--- src/hdl/cssr_pkg.sv ---
// Shared types, constants and request/status codes for the slot record store.
// No dependencies; every other file in hdl/ uses this package.
package cssr_pkg;

  localparam int SLOT_COUNT_DEF = 4;
  localparam int SLOT_BYTES_DEF = 2048;
  localparam int HDR_BYTES      = 6;
  localparam int CNT_W          = 16;

  localparam logic [2:0] REQ_START = 3'd0;
  localparam logic [2:0] REQ_WBYTE = 3'd1;
  localparam logic [2:0] REQ_VERIFY = 3'd2;
  localparam logic [2:0] REQ_RBYTE = 3'd3;
  localparam logic [2:0] REQ_CLEAR = 3'd4;

  localparam logic [2:0] ST_OK       = 3'd0;
  localparam logic [2:0] ST_BAD_SLOT = 3'd1;
  localparam logic [2:0] ST_TOO_LONG = 3'd2;
  localparam logic [2:0] ST_BAD_MAGIC = 3'd3;
  localparam logic [2:0] ST_LEN_MISM = 3'd4;
  localparam logic [2:0] ST_CHECKSUM = 3'd5;
  localparam logic [2:0] ST_NO_WRITE = 3'd6;
  localparam logic [2:0] ST_READ_REF = 3'd7;

  localparam logic [1:0] CFG_FIRST_MAGIC  = 2'd0;
  localparam logic [1:0] CFG_SECOND_MAGIC = 2'd1;
  localparam logic [1:0] CFG_VERSION      = 2'd2;

  typedef struct packed {
    logic [2:0]  req_type;
    logic [7:0]  slot;
    logic [15:0] length;
    logic [7:0]  data_byte;
    logic [15:0] byte_index;
    logic        match_length;
  } in_item_t;

  typedef struct packed {
    logic [2:0]  status;
    logic [7:0]  read_data;
    logic [15:0] stored_length;
    logic        write_committed;
  } out_item_t;

  // Queue entry: the request plus the front's slot/length classification.
  typedef struct packed {
    in_item_t item;
    logic     bad_slot;
    logic     too_long;
  } q_entry_t;

endpackage

--- src/hdl/cssr_ifs.sv ---
// Handshake interfaces for the request, result and register write channels.
// Depends on cssr_pkg.
interface cssr_in_if;
  logic               valid;
  logic               ready;
  cssr_pkg::in_item_t data;
  modport source (output valid, output data, input ready);
  modport sink (input valid, input data, output ready);
endinterface


--- src/hdl/cssr_front.sv ---
// Request front end: accepts transactions, tags slot and length checks,
// and holds them in a two-entry queue for the engine. Depends on cssr_pkg.
module cssr_front #(
  parameter int SLOT_COUNT = cssr_pkg::SLOT_COUNT_DEF,
  parameter int SLOT_BYTES = cssr_pkg::SLOT_BYTES_DEF
) (
  input  logic                clk,
  input  logic                rst_n,
  cssr_in_if.sink             in_if,
  output logic                q_valid,
  input  logic                q_ready,
  output cssr_pkg::q_entry_t  q_entry
);

  localparam int PMAX = SLOT_BYTES - cssr_pkg::HDR_BYTES;

  cssr_pkg::q_entry_t ent_r [2];
  logic       wp_r, rp_r;
  logic [1:0] cnt_r;
  logic       push, pop;
  cssr_pkg::q_entry_t new_ent;

  assign in_if.ready = (cnt_r != 2'd2);
  assign push    = in_if.valid && in_if.ready;
  assign q_valid = (cnt_r != 2'd0);
  assign pop     = q_valid && q_ready;
  assign q_entry = ent_r[rp_r];

  always_comb begin
    new_ent.item     = in_if.data;
    new_ent.bad_slot = (32'(in_if.data.slot) >= 32'(SLOT_COUNT));
    new_ent.too_long = (32'(in_if.data.length) > 32'(PMAX));
  end

  always_ff @(posedge clk) begin
    if (push) begin
      ent_r[wp_r] <= new_ent;
    end
    if (!rst_n) begin
      wp_r  <= 1'b0;
      rp_r  <= 1'b0;
      cnt_r <= 2'd0;
    end else begin
      if (push) wp_r <= ~wp_r;
      if (pop) rp_r <= ~rp_r;
      cnt_r <= cnt_r + {1'b0, push} - {1'b0, pop};
    end
  end

endmodule

--- src/flat_wrapper.sv ---
// flat-port wrapper written by rule: the top's interface ports become plain ports
module cssr_front_flat 
#(
  parameter int SLOT_COUNT = cssr_pkg::SLOT_COUNT_DEF,
  parameter int SLOT_BYTES = cssr_pkg::SLOT_BYTES_DEF
)
  (clk, rst_n, q_valid, q_ready, q_entry, in_if_valid, in_if_data, in_if_ready);
  cssr_in_if in_if_i ();
  input  logic clk;
  input  logic rst_n;
  output logic q_valid;
  input  logic q_ready;
  output cssr_pkg::q_entry_t q_entry;
  input wire logic [$bits(in_if_i.valid)-1:0] in_if_valid;
  input wire logic [$bits(in_if_i.data)-1:0] in_if_data;
  output wire logic [$bits(in_if_i.ready)-1:0] in_if_ready;
  assign in_if_i.valid = in_if_valid;
  assign in_if_i.data = in_if_data;
  assign in_if_ready = in_if_i.ready;
  cssr_front #(.SLOT_COUNT(SLOT_COUNT), .SLOT_BYTES(SLOT_BYTES)) u_core (.clk(clk), .rst_n(rst_n), .in_if(in_if_i), .q_valid(q_valid), .q_ready(q_ready), .q_entry(q_entry));
endmodule
--- config.mk ---
export PLATFORM = sky130hd
export DESIGN_NAME = cssr_front_flat
export DESIGN_NICKNAME = d
export VERILOG_FILES = /design/src/hdl/cssr_pkg.sv /design/src/hdl/cssr_ifs.sv /design/src/hdl/cssr_front.sv /design/src/flat_wrapper.sv
export SDC_FILE = /design/constraint.sdc
export NUM_CORES = 1
export LEC_CHECK = 0
export BUFFER_PORTS_ARGS = -buffer_cell sky130_fd_sc_hd__buf_2
export CAP_MARGIN = 20
export CORE_ASPECT_RATIO = 0.5
export CORE_MARGIN = 1
export CORE_UTILIZATION = 36
export DETAILED_ROUTE_END_ITERATION = 7
export HOLD_SLACK_MARGIN = 0.05
export PLACE_DENSITY = 0.59
export SETUP_SLACK_MARGIN = 0.05
export SLEW_MARGIN = 30
export SYNTH_ARGS = -nofsm -noshare
export SYNTH_HDL_FRONTEND = slang
export SYNTH_SLANG_ARGS = --single-unit
--- constraint.sdc ---
create_clock -name clk -period 2.42 [get_ports clk]
set_input_delay 0.484 -clock clk [delete_from_list [all_inputs] [get_ports clk]]
set_output_delay 0.484 -clock clk [all_outputs]
set_load 0.02 [all_outputs]
After elaboration in Yosys (flattened, before gate mapping)
Memories as Yosys holds them, arrays and structs flattened. A register that Yosys moved wholly into a read port is not among the register bits.
Cells that the tools add are included.

storage, ports and cells
  memory bits (writable) = 108
  input bits = 56
  memories kept = 1
  flip-flop bits (word level) = 4

cells by class
  multiplexer cells = 4
  equal/unequal tests = 1
  magnitude comparators = 2
  add/subtract/negate cells = 2
  bitwise logic cells = 2
  reductions and logical operators = 3

memory list
  memory        words  bits a word  rd ports  clocked after Yosys merged registers in  write ports  line              RTL
  u_core.ent_r  2      54           1         1                                        1            cssr_front.sv:17  cssr_pkg::q_entry_t ent_r [2];

operator list
  operator                                              count
  > comparator 16 x 11 -> 1 bit, second input constant  1
  >= comparator 8 x 3 -> 1 bit, second input constant   1
  two-way mux 1 bit                                     4
  adder 2 x 1 -> 2 bit                                  1
  logical AND 1 bit                                     2
  != test 2 bit, second input constant                  1
  inverter 1 bit                                        2
  nonzero test 2 bit                                    1
  subtractor 2 x 1 -> 2 bit                             1

Logic depth before layout (Yosys ltp)
Gate-level depths: netlist of the first run.

  word-level depth = 4
  depth in mapped cells = 7
  mapped depth without buffers = 7

Worst setup path after synthesis of the first run
No wires, ideal clock.

  path type = register to register
  start point = register u_core.cnt_r[0]
  end point = memory u_core.ent_r[1][0] (netlist name) (enable)
  stages on the path, launching flop included = 3
  path buffers = 0
  library setup time = 418 ps
  arrival time = 2,003 ps
  slack = -1 ps
  path through = dfxtp_1 > nand2b_1 > and3_1

on the way
  longest elaborated chain between the ends = 4

RTL lines
  item                                     line                RTL
  start: declaration                       cssr_front.sv:19    logic [1:0] cnt_r;
  start signal: assignment                 cssr_front.sv:46    cnt_r <= cnt_r + {1'b0, push} - {1'b0, pop};
  != test 2 bit                            cssr_front.sv:23    assign in_if.ready = (cnt_r != 2'd2);
  via in_if_ready                          flat_wrapper.sv:16  output wire logic [$bits(in_if_i.ready)-1:0] in_if_ready;
  logical AND 1 bit                        cssr_front.sv:24    assign push = in_if.valid && in_if.ready;
  two-way mux 1 bit                        cssr_front.sv:36    if (push) begin
  two-way mux 1 bit (implied by the code)  cssr_front.sv:37    ent_r[wp_r] <= new_ent;
  end: declaration                         cssr_front.sv:17

The timed path passes the listed nets, and every way through them passes these cells.

==> results of run 1 <==
[cells in the mapped netlist]
library cell	instances
edfxtp_1	108
mux2_2	54
buf_2	6
dfxtp_1	5
and2_1	3
inv_1	3
xnor2_1	3
ha_1	2
nand4_1	2
nor2b_1	2
a21bo_2	1
a21boi_0	1
a21oi_1	1
and3_1	1
nand2_1	1
nand2b_1	1
nand3b_1	1
nor2_1	1
nor3_1	1
nor4_1	1
o21a_1	1
or2_2	1
or3_1	1
or4_1	1
[sequential cells by signal, summed over array words and instances, names as in the netlist, named ones only]
signal	flops
u_core.wp_r	1
u_core.ent_r	108
u_core.cnt_r	2
u_core.rp_r	1
[power by group]
group / internal [W] / total [W] / switching, W
clock network: 0.00137 / 0.00213 / 0.000754
registers: 0.00246 / 0.00253 / 0.0000678
logic: 0.000655 / 0.00159 / 0.000934
[kinds of logic after synthesis]
family,share of synthesized area
compound gates,0.00719
xor+xnor,0.00629
fa+ha+maj,0.00599
buf+inv,0.00989
flops,0.800
mux,0.146
simple gates,0.0246
[area by class of cell]
class / count / area, um2 / share of cell area
Clock buffer: 21 / 440 / 0.0808
Clock inverter: 10 / 70.1 / 0.0129
Inverter: 3 / 11.3 / 0.00207
Multi-Input combinational cell: 80 / 793 / 0.146
Sequential cell: 113 / 3340 / 0.613
Tap cell: 145 / 181 / 0.0333
Timing Repair Buffer: 115 / 611 / 0.112
[through the flow]
step                hold slack (ns)   util  setup slack (ns)  cells  area (um2)
floorplan                     0.504      -             0.199    202        4180
global placement              0.527  0.443             0.696    456        4940
detailed placement            0.546  0.443             0.652    456        4940
CTS                           0.258  0.489             0.288    487        5450
global route                  0.257  0.489             0.229    487        5450
finish                        0.274  0.489             0.324    487        5450
[metal layers]
| metal | wire [um] | share of wire | global-route usage | up-vias |
|---|---|---|---|---|
| li1 | - | - | - | 1054 |
| met3 | 305 | 0.040 | 0.0458 | 10 |
| met4 | 124 | 0.016 | 0.0772 | 0 |
| met1 | 3050 | 0.40 | 0.140 | 1113 |
| met2 | 4140 | 0.54 | 0.249 | 49 |
| met5 | 0 | 0 | 0 | - |
[critical path, cell delays in order, from the launching register on]
cell and delay, ns:
dfxtp_2 0.32, buf_4 0.34, mux2_2 0.38, buf_2 0.16
[path summary, 6_finish.rpt]
kind              startpoint                  end  slack (ns)  depth (start not counted)
max reg2reg  u_core.cnt_r[1]      u_core.cnt_r[1]        0.84                          7
min reg2reg      u_core.rp_r          u_core.rp_r        0.56                          2
min            in_if_data[8]  u_core.ent_r[1][10]        0.27                          1
max                     flop          q_entry[20]        0.32                          3
==> impl_metrics.py, run 1 <==
metrics = {
    "status": {
        "status": "finished, final reports clean",
    },
    "place": {
        "place.gp.congestion": 0.708,
        "port-buffer-count": 111,
        "dpl.hpwl_um": 4950,
    },
    "timing": {
        "setup_viol": 0,
        "slew_headroom": 0.745,
        "timing.final.crit_share": 0.866,
        "grt_setup_unrepaired": "no",
        "hold_viol": 0,
        "tightestPinTransition_ns": 0.383,
        "finalMaxSlewViolations": 0,
        "clock_skew_ns": 0.00720,
        "tns_ns": 0,
        "period_needed_ns": 2.10,
        "max_freq_mhz": 477,
    },
    "final_layout": {
        "fill_cells": 998,
        "diodes": 0,
        "final_common_cell": "buf_2",
        "area_growth_pct": 30.5,
        "final_cell_mix": "buf_2, edfxtp_1, mux2_2",
        "layout.nets": 388,
        "drive_gt1_frac": 0.576,
    },
    "clock_tree": {
        "cts-root-buf": "clkbuf_16",
        "cts.sinks": 113,
        "cts_hold_buf": 0,
        "cts_buffer_depth": 2,
        "htreeDepth": 4,
        "cts_resized": 0,
        "cts_tree": "yes",
        "clk_latency_ns": 0.40,
        "numCtsBuffers": 17,
        "cts_setup_buffers": 0,
        "clkSlewWorstSetupHoldPaths_ns": 0.05,
    },
    "route": {
        "drt_iter0_drc": 68,
        "wl_um": 7620,
        "routedWlPerCell_um": 15.6,
        "vias_per_cell": 4.57,
        "via_count": 2226,
        "drt_pass1_iterations": 4,
        "drc": 0,
        "ant_nets": 0,
    },
    "setup_path": {
        "crit_required_ns": 1.94,
        "cp_data_arrival_time_ns": 1.61,
        "cp-end-kind": "primary output",
        "start_kind": "flop",
        "path_class": "flop to primary output",
        "path_max_fanout": 28,
    },
    "yosys": {
        "synth.distinct_cells": 24,
        "synth.top_cell.area_share": 0.777,
        "syn_area_per_cell_um2": 20.7,
        "syn_inst": 202,
        "synth_area_um2": 4180,
        "synth_area_leaders": "edfxtp_1, mux2_2, dfxtp_1, buf_2, xnor2_1",
        "syn_nets": 260,
        "synth-warning-count": 0,
        "yosysTopAreaCell": "edfxtp_1",
        "synth-seq-cells": 113,
        "synth_seq_area_share": 0.800,
    },
    "grt": {
        "grt.total_usage": 0.137,
        "grt_max_degree": 55,
        "antenna_found_initial": 0,
        "grt_pass1_wl_um": 11900,
        "grt_overflow": 0,
        "grt_pass1_vias": 2440,
    },
    "floorplan": {
        "dieArea_um2": 12100,
        "row_count": 27,
        "die_x_um": 154,
        "chipHeight_um": 78.2,
        "coreArea_um2": 11100,
        "ios": 112,
        "start_util": 0.375,
    },
    "hold_path": {
        "hold_path.class": "input pin to flop",
    },
    "flow_run": {
        "max_cap_viol_count": 0,
    },
    "pwr": {
        "cellLeakagePower_nw": 2.02,
        "finalPower_w": 0.00624,
        "vdd_drop_max_mv": 0.541,
        "p_per_area_nw_per_um2": 1150,
    },
}
Note: power is estimated with default switching activity, not from simulation.
==> run 2: changes to the inputs <==
--- a/config.mk
+++ b/config.mk
@@ -9,10 +9,10 @@
 export CAP_MARGIN = 20
 export CORE_ASPECT_RATIO = 0.5
 export CORE_MARGIN = 1
-export CORE_UTILIZATION = 36
+export CORE_UTILIZATION = 47
 export DETAILED_ROUTE_END_ITERATION = 7
 export HOLD_SLACK_MARGIN = 0.05
-export PLACE_DENSITY = 0.59
+export PLACE_DENSITY = 0.74
 export SETUP_SLACK_MARGIN = 0.05
 export SLEW_MARGIN = 30
 export SYNTH_ARGS = -nofsm -noshare
==> run 2 against run 1 <==
Compared with the run above: non-clock buffer count unchanged; global-route usage up 3.1 points; clock-buffer cell count down 1; final cell count down 7.0%; routed wire length down 3.8%; fmax down 6.1%; cell area down 0.37%; combinational power about the same; largest power group unchanged.
==> impl_metrics.py, run 2 (synthesis results as in run 1) <==
metrics = {
    "place": {
        "dpl.hpwl_um": 4870,
        "place.gp.congestion": 0.746,
        "place_area_um2": 4900,
        "port-buffer-count": 111,
    },
    "timing": {
        "slew_headroom": 0.728,
        "grt_setup_unrepaired": "no",
        "finalMaxSlewViolations": 0,
        "timing.final.crit_share": 0.922,
        "period_needed_ns": 2.23,
        "max_freq_mhz": 448,
        "tightestPinTransition_ns": 0.408,
        "clock_skew_ns": 0.00826,
        "tns_ns": 0,
        "hold_viol": 0,
        "whs_ns": 0.283,
        "setup_viol": 0,
    },
    "pwr": {
        "p_sw_w": 0.00174,
        "p_int_w": 0.00459,
        "clockPowerShare": 0.350,
        "seqPwrFrac": 0.404,
        "swShare": 0.275,
        "finalPower_w": 0.00634,
        "vdd_drop_max_mv": 0.683,
        "p_per_area_nw_per_um2": 1170,
        "cellLeakagePower_nw": 2.03,
        "p_comb_frac": 0.246,
    },
    "clock_tree": {
        "htreeDepth": 4,
        "cts_buffer_depth": 2,
        "cts-root-buf": "clkbuf_16",
        "clk_latency_ns": 0.39,
        "cts_tree": "yes",
        "cts.sinks": 113,
        "cts_hold_buf": 0,
        "clkSlewWorstSetupHoldPaths_ns": 0.05,
        "numCtsBuffers": 17,
        "cts_setup_buffers": 0,
        "cts_resized": 0,
    },
    "route": {
        "vias_per_cell": 4.89,
        "drt_pass1_iterations": 5,
        "routedWlPerCell_um": 16.2,
        "drc": 0,
        "ant_nets": 0,
        "wl_um": 7330,
        "via_count": 2216,
        "drt_iter0_drc": 114,
    },
    "floorplan": {
        "chipHeight_um": 68.7,
        "die_x_um": 135,
        "dieArea_um2": 9290,
        "coreArea_um2": 8290,
        "ios": 112,
        "start_util": 0.504,
        "row_count": 23,
    },
    "grt": {
        "grt_pass1_wl_um": 11000,
        "grt_max_degree": 55,
        "grt_overflow": 0,
        "grt.total_usage": 0.168,
        "grt_pass1_vias": 2317,
        "antenna_found_initial": 0,
    },
    "setup_path": {
        "crit_required_ns": 1.94,
        "path_class": "flop to primary output",
        "cp_data_arrival_time_ns": 1.75,
        "reg2reg_depth": 7,
        "start_kind": "flop",
        "cp-end-kind": "primary output",
        "path_max_fanout": 43,
    },
    "status": {
        "status": "finished, final reports clean",
    },
    "final_layout": {
        "area_growth_pct": 30.0,
        "top_regs": "u_core.ent_r (108), u_core.cnt_r (2)",
        "largest_register_ffs": 108,
        "max_flop_register": "u_core.ent_r",
        "layout.nets": 388,
        "final_cell_mix": "buf_2, edfxtp_1, mux2_2",
        "final_common_cell": "buf_2",
        "utilization": 0.655,
        "design_area_um2": 5430,
        "diodes": 0,
        "drive_gt1_frac": 0.578,
    },
    "flow_run": {
        "max_cap_viol_count": 0,
    },
    "hold_path": {
        "hold_path.class": "input pin to flop",
        "whs_path_depth": 1,
    },
}
## run 2: cell types whose count changed in the layout (fill, tap and decap cells not counted)
cell	previous run	this run
clkinv_2	5	4
bufinv_16	1	2
clkbuf_1	4	3
## run 2: layout make-up
type / instances / area (um2)
sequential: 113 / 3340
multi-input combinational: 80 / 793
clock inverter: 10 / 95.1
clock buffer: 20 / 437
timing repair buffer: 115 / 611
tap: 112 / 140
fill: 578 / 2860
inverter: 3 / 11.3
## run 2: power by group through the flow
stage | clock network, W | logic, W | registers (W)
CTS | 0.00226 | 0.00158 | 0.00256
global route | 0.00236 | 0.00167 | 0.00258
detailed placement | 0 | 0.00158 | 0.00260
floorplan | 0 | 0.00112 | 0.00255
global placement | 0 | 0.00155 | 0.00258
finish | 0.00222 | 0.00156 | 0.00256
## run 2: final timing paths
| check | endpoint | startpoint | slack, ns |
|---|---|---|---|
| setup reg to reg | u_core.cnt_r[1] | u_core.cnt_r[1] | 0.85 |
| hold / removal | u_core.ent_r[0][6] | in_if_data[4] | 0.28 |
| setup / recovery | q_entry[3] | flop | 0.19 |
| hold reg to reg | u_core.rp_r | u_core.rp_r | 0.57 |
## run 2: critical path, stage by stage (launching register included)
cell and delay (ns):
dfxtp_2 0.51, buf_12 0.29, mux2_2 0.37, buf_2 0.16
## run 2: per-layer routing
layer / GRT usage / vias to the layer above / wire [um]
li1: - / 1057 / -
met1: 0.174 / 1102 / 2870
met2: 0.306 / 49 / 4030
met3: 0.0629 / 8 / 341
met4: 0.0913 / 0 / 89
met5: 0 / - / 0
## run 2: metrics by stage
stage / instances / worst slack (ns)
3_5_place_dp: 423 / 0.579
6_report: 453 / 0.188
3_3_place_gp: 423 / 0.613
4_1_cts: 453 / 0.152
2_1_floorplan: 202 / 0.199
5_1_grt: 453 / 0.108
